**config.mk**
```make
export PLATFORM = sky130hd
export DESIGN_NAME = ihs_ctrl
export DESIGN_NICKNAME = d
export VERILOG_FILES = /design/src/rtl/ipv4_hash_set_insert_macros.svh /design/src/rtl/ihs_pkg.sv /design/src/rtl/ihs_ctrl.sv
export SDC_FILE = /design/constraint.sdc
export NUM_CORES = 1
export LEC_CHECK = 0
export ABC_AREA = 1
export BUFFER_PORTS_ARGS = -buffer_cell sky130_fd_sc_hd__buf_2
export CORE_MARGIN = 2
export CORE_UTILIZATION = 30
export DETAILED_ROUTE_END_ITERATION = 12
export GPL_TIMING_DRIVEN = 0
export PLACE_DENSITY = 0.68
export SETUP_SLACK_MARGIN = 0.5
export SLEW_MARGIN = 20
export SYNTH_ARGS = -nofsm -noshare
export SYNTH_HDL_FRONTEND = slang
export SYNTH_SLANG_ARGS = --single-unit
```
**constraint.sdc**
```tcl
create_clock -name clk -period 1.06 [get_ports clk]
set_input_delay 0.212 -clock clk [delete_from_list [all_inputs] [get_ports clk]]
set_output_delay 0.212 -clock clk [all_outputs]
set_load 0.02 [all_outputs]
```
**src/rtl/ipv4_hash_set_insert_macros.svh**
```systemverilog
// assertion macros for the ipv4 hash set insert block
// both expect clk and rst_n in the scope of use
`ifndef IPV4_HASH_SET_INSERT_MACROS_SVH
`define IPV4_HASH_SET_INSERT_MACROS_SVH

`ifndef SYNTHESIS

`define IHS_ASSERT(lbl, prop) \
    lbl: assert property (@(posedge clk) disable iff (!rst_n) prop) \
        else $error("ipv4_hash_set_insert: assertion failed");

`define IHS_ASSERT_NEXT(lbl, pre, post) \
    lbl: assert property (@(posedge clk) disable iff (!rst_n) (pre) |=> (post)) \
        else $error("ipv4_hash_set_insert: assertion failed");

`else

`define IHS_ASSERT(lbl, prop)

`define IHS_ASSERT_NEXT(lbl, pre, post)

`endif

`endif

```
**src/rtl/ihs_pkg.sv**
```systemverilog
`default_nettype none

package ihs_pkg;

    localparam int CAPACITY    = 1024;
    localparam int PROBE_LIMIT = 64;
    localparam int HALF        = CAPACITY / 2;

    localparam int SLOT_W  = $clog2(CAPACITY);
    localparam int PROBE_W = $clog2(PROBE_LIMIT + 1);
    localparam int CNT_W   = $clog2(HALF + 1);

    // fixed result field widths
    localparam int ADDR_W   = 32;
    localparam int STATUS_W = 2;
    localparam int SLOT_O_W = 10;
    localparam int OCC_W    = 10;

    localparam logic [OCC_W-1:0] HALF_OCC = OCC_W'(HALF);

    localparam logic [31:0] FNV_BASIS = 32'h811c9dc5;
    localparam logic [31:0] FNV_PRIME = 32'h01000193;

    typedef enum logic [STATUS_W-1:0] {
        ST_INSERTED = 2'd0,
        ST_PRESENT  = 2'd1,
        ST_FULL     = 2'd2,
        ST_ZERO     = 2'd3
    } status_code_t;

    typedef struct packed {
        logic         load_addr;
        logic         hash_step;
        logic         mem_rd;
        logic         rehash;
        logic         do_insert;
        logic         res_set;
        status_code_t res_status;
        logic         load_out;
        logic         clear_step;
    } ihs_cmd_t;

    typedef struct packed {
        logic in_zero;
        logic hash_last;
        logic slot_empty;
        logic slot_match;
        logic probe_last;
        logic load_full;
        logic clear_last;
    } ihs_sts_t;

endpackage

`default_nettype wire

```
**src/rtl/ihs_ctrl.sv**
```systemverilog
`default_nettype none

module ihs_ctrl (
    input  wire logic              clk,
    input  wire logic              rst_n,
    input  wire logic              in_valid,
    output logic                   in_ready,
    output logic                   out_valid,
    input  wire logic              out_ready,
    input  wire ihs_pkg::ihs_sts_t sts,
    output ihs_pkg::ihs_cmd_t      cmd
);

    typedef enum logic [2:0] {
        S_CLEAR,
        S_IDLE,
        S_HASH,
        S_READ,
        S_CHECK,
        S_FINISH
    } state_t;

    state_t state_reg, state_next;
    logic   out_valid_reg, out_valid_next;
    logic   out_free;

    assign out_free = !out_valid_reg || out_ready;

    always_comb
    begin
        state_next     = state_reg;
        out_valid_next = out_valid_reg && !out_ready;
        cmd            = '0;
        cmd.res_status = ihs_pkg::ST_INSERTED;

        case (state_reg)
            S_CLEAR:
            begin
                cmd.clear_step = 1'b1;
                if (sts.clear_last)
                begin
                    state_next = S_IDLE;
                end
            end
            S_IDLE:
            begin
                if (in_valid)
                begin
                    cmd.load_addr = 1'b1;
                    if (sts.in_zero)
                    begin
                        cmd.res_set    = 1'b1;
                        cmd.res_status = ihs_pkg::ST_ZERO;
                        state_next     = S_FINISH;
                    end
                    else
                    begin
                        state_next = S_HASH;
                    end
                end
            end
            S_HASH:
            begin
                cmd.hash_step = 1'b1;
                if (sts.hash_last)
                begin
                    state_next = S_READ;
                end
            end
            S_READ:
            begin
                cmd.mem_rd = 1'b1;
                state_next = S_CHECK;
            end
            S_CHECK:
            begin
                if (sts.slot_empty)
                begin
                    cmd.res_set = 1'b1;
                    if (sts.load_full)
                    begin
                        cmd.res_status = ihs_pkg::ST_FULL;
                    end
                    else
                    begin
                        cmd.do_insert  = 1'b1;
                        cmd.res_status = ihs_pkg::ST_INSERTED;
                    end
                    state_next = S_FINISH;
                end
                else if (sts.slot_match)
                begin
                    cmd.res_set    = 1'b1;
                    cmd.res_status = ihs_pkg::ST_PRESENT;
                    state_next     = S_FINISH;
                end
                else if (sts.probe_last)
                begin
                    cmd.res_set    = 1'b1;
                    cmd.res_status = ihs_pkg::ST_FULL;
                    state_next     = S_FINISH;
                end
                else
                begin
                    cmd.rehash = 1'b1;
                    state_next = S_HASH;
                end
            end
            S_FINISH:
            begin
                // wait here while the previous result is still held
                if (out_free)
                begin
                    cmd.load_out   = 1'b1;
                    out_valid_next = 1'b1;
                    state_next     = S_IDLE;
                end
            end
            default:
            begin
                state_next = S_IDLE;
            end
        endcase
    end

    always_ff @(posedge clk or negedge rst_n)
    begin
        if (!rst_n)
        begin
            state_reg     <= S_CLEAR;
            out_valid_reg <= 1'b0;
        end
        else
        begin
            state_reg     <= state_next;
            out_valid_reg <= out_valid_next;
        end
    end

    assign in_ready  = (state_reg == S_IDLE);
    assign out_valid = out_valid_reg;

endmodule

`default_nettype wire

```
Word level (Yosys, flattened, before mapping)
Index checks and enable logic that the tools add are counted.

Equal/unequal tests: 9. Muxes and demuxes: 31. Reduce and logical (&&, ||, !) cells: 6.

Operators with widths (number): 3-bit two-way mux (13); 3-bit case mux with 6 select lines (1); 1-bit two-way mux (14); 2-bit != test (second input constant) (4); 3-bit by 2-bit == test with 1-bit output (second input constant) (2); 3-bit == test (second input constant) (2); 3-bit case mux with 2 select lines (1); 2-bit two-way mux (2); 4-bit AND reduction (1); 3-bit by 1-bit == test with 1-bit output (second input constant) (1); 3-bit zero test (1); 1-bit zero test (2); 1-bit logical AND (1); 1-bit logical OR (1).

Output and inout bits: 12. Input port bits: 11. Logic and storage cells: 48. Bits in registers: 4.

Logic depth before layout (Yosys ltp)
Depth in word-level cells: 4. Mapped depth: 9. Depth with buffers taken out: 8.

Worst setup path before layout
Ideal clock, no wire load.

Path type: flip-flop to output port. From: reg state_reg[1]. To: out cmd[2] (netlist name). Buffers on the path: 1. Slack: -0.458 ns. Arrival: 1.306 ns. Stages on the path, launching flop included: 5. Required time: 0.848 ns. Path through: dfrtp_1 > buf_6 > nor4_4 > nand2_1 > o21ai_0.

RTL lines: from (decl) (RTL line ihs_ctrl.sv:23) `state_t state_reg, state_next;`; from (signal assigned) (RTL line ihs_ctrl.sv:135) `state_reg <= state_next;`; to (decl) (RTL line ihs_ctrl.sv:11) `output ihs_pkg::ihs_cmd_t cmd`.

==> results.ini <==
[outcome]
outcome = complete, but fails checks
violations = setup timing

[die]
initial_core_util = 0.3143
die_w_um = 43.50
placementRows = 14
die_y_um = 43.50
fp.dieArea_um2 = 1892
core_area_um2 = 1489
boundaryPins = 23

[critical_path]
end_kind = primary output
worst_path_most_repeated_cell = buf_6
crit_chain = buf_6, buf_4, buf_6, inv_4, nand3_4, nor2_4, buf_6
crit_required_ns = 0.85
slowest_stage = dfrtp_1
regToRegSetupSlack_ns = -0.32
cp-start-kind = register
path_max_fanout = 4
crit_type = register to primary output
slowest_delay_ns = 0.36
arrival_ns = 1.37

[clock_tree]
cts_tree = built
clk_pin_slew_ns = 0.04
cts_made_buffers = 3
cts_root_buf = clkbuf_4
clock_latency_ns = 0.24
htree_num_levels = 1
cts_buffer_depth = 2
cts.sinks = 4

[drt]
num_vias = 622
avgViaCountPerCell = 4.898
drt-total-wl_um = 1548
drtAntennaViolNets = 0
wl_per_cell_um = 12.19
drt_first_iter_violations = 19
firstDrtPassIters = 4
drc_errors = 0

[timing]
rsz0062_at_grt = true
setup_slack_ns = -0.5219
finalSetupViolCount = 14
final-max-slew-violation-count = 0
final_hold_viol_count = 0
tightest_slew_ns = 0.2454
fmaxAchievable_ghz = 0.6321
finalCritPeriodShare = 1.492
slew_headroom = 0.8352
finalCriticalPeriod_ns = 1.582
setup_tns_ns = -5.468
clock_skew_ns = 0.009514

[layout]
area.growth.synth_to_final_pct = 95.45
final_util = 0.6143
drive_above_1_share = 0.6306
largest_register_ffs = 3
design_area_um2 = 914.6
layout.nets = 123
fillers = 124
diodes = 0
layoutNonFillerInstCount = 127

[run]
cap_viol_max_count = 0

[placement]
io_buffers = 22
dp.cells = 109
place_hpwl_um = 913.6
pre_cts_slack_ns = -0.2927
place_area_um2 = 636.9
gp_congestion = 0.7956

[global_routing]
grt_pass1_vias = 586
grt_max_degree = 10
grt_pass1_wl_um = 2484
grt-ovfl-total = 0
antenna_found_initial = 0
grt.total_usage = 0.1672

[logic_synthesis]
synthDistinctLibCells = 20
yosysSeqAreaShare = 0.2139
yosys_most_used_dff = dfrtp_1
yosys.area.top_type = dfrtp_1
synth_commonest_cells = nand2_1 (19), inv_1 (11), nand3_1 (7), nor2_1 (7), dfrtp_1 (4)
synth_seq_cells = 4
syn-cell-area_um2 = 467.9
synth_edf_count = 0
synth_most_common_cell = nand2_1
synth_area_leaders = dfrtp_1 (21%), nand2_1 (15%), inv_1 (8.8%)
syn_inst = 71
synthArstFlopShare = 1.000
ys_warn_count = 0
avgSynthCellArea_um2 = 6.591
synthesis.nets = 82
yosys.area.top_type_share = 0.2139

[pwr]
seq_power_share = 0.109
p_comb_frac = 0.800
ir_worst_vdd_v = 0.0009213
netSwitchingFraction = 0.4854
net-switching-power_uw = 1158
p_leak_uw = 0.0004867
pwr-share-clk = 0.091
power.internal_uw = 1228
cellPowerDensity_nw_per_um2 = 2609

[min_path]
worstHoldPathType = input pin to register

placed cells by master (no fill, tap or decap), types with 2 or more instances in the layout:
cell type,synthesis,layout
clkbuf_4,0,3
o21ai_2,0,2
nor2_4,1,3
buf_6,3,19
buf_2,0,10
inv_4,2,2
nor2_2,2,4
nand2_2,1,4
nand3_4,1,3
nand3_1,7,4
buf_4,0,9
nand2_1,19,15
nand4_1,3,3
inv_2,0,2
inv_1,11,8
dfrtp_1,4,3
nor2_1,7,3
power by group through the flow:
stage	Sequential, µW	Combinational, µW	Clock (µW)
global route	265	2040	231
detailed placement	256	1260	0
floorplan	273	975	0
finish	259	1910	217
global placement	253	1250	0
CTS	259	1730	215
logic make-up (layout without fill, tap and decap cells):
kind of cell,count (synthesis),in the layout,synth area share
and+or+nand+nor,46,46,0.5321
buffers and inverters,17,57,0.2059
AOI/OAI and AO/OA,4,4,0.04812
DFF,4,4,0.2139
final cells by class:
class | count | area [µm²] | area share
tap | 16 | 20.02 | 0.02189
clock buffer | 4 | 26.28 | 0.02873
inverter | 14 | 70.07 | 0.07661
timing repair buffer | 36 | 307.8 | 0.3365
sequential | 4 | 101.3 | 0.1108
multi-input combinational | 50 | 355.3 | 0.3885
buffer | 3 | 33.78 | 0.03694
what timing repair did:
item,in CTS,in global routing
pin swaps,6,6
resized for setup,33,8
endpoints found under the hold margin,4,0
hold buffers,1,0
endpoints found under the setup margin,16,16
setup buffers,11,2
final timing paths:
check	depth (start not counted)	from	to
min in group asynchronous	2	rst_n	state_reg[0]
setup / recovery	7	state_reg[1]	cmd[1]
hold / removal	4	sts[5]	state_reg[1]
setup reg to reg	9	state_reg[0]	state_reg[1]
hold reg to reg	2	out_valid	out_valid
max in group asynchronous	2	rst_n	out_valid
per-layer routing:
metal	up-vias	track usage	part of all wire
met4	0	0.06667	0.010
met3	4	0.02500	0.058
met1	281	0.2302	0.40
li1	308	-	-
met5	-	0	0
met2	29	0.2627	0.53
through the flow:
step / hold slack [ns] / power [µW]
2_1_floorplan: -0.08359 / 1249
3_3_place_gp: 0.01588 / 1503
3_5_place_dp: 0.01875 / 1520
4_1_cts: 0.2521 / 2199
5_1_grt: 0.3005 / 2538
6_report: 0.2769 / 2386
critical path: cells and delay by family, from the launching register on:
kind                   cells  cell delay, ns
buffers and inverters      5            0.57
flip-flops                 1            0.36
AND/OR/NAND/NOR            2            0.20
Note: power is estimated with default switching activity, not from simulation.
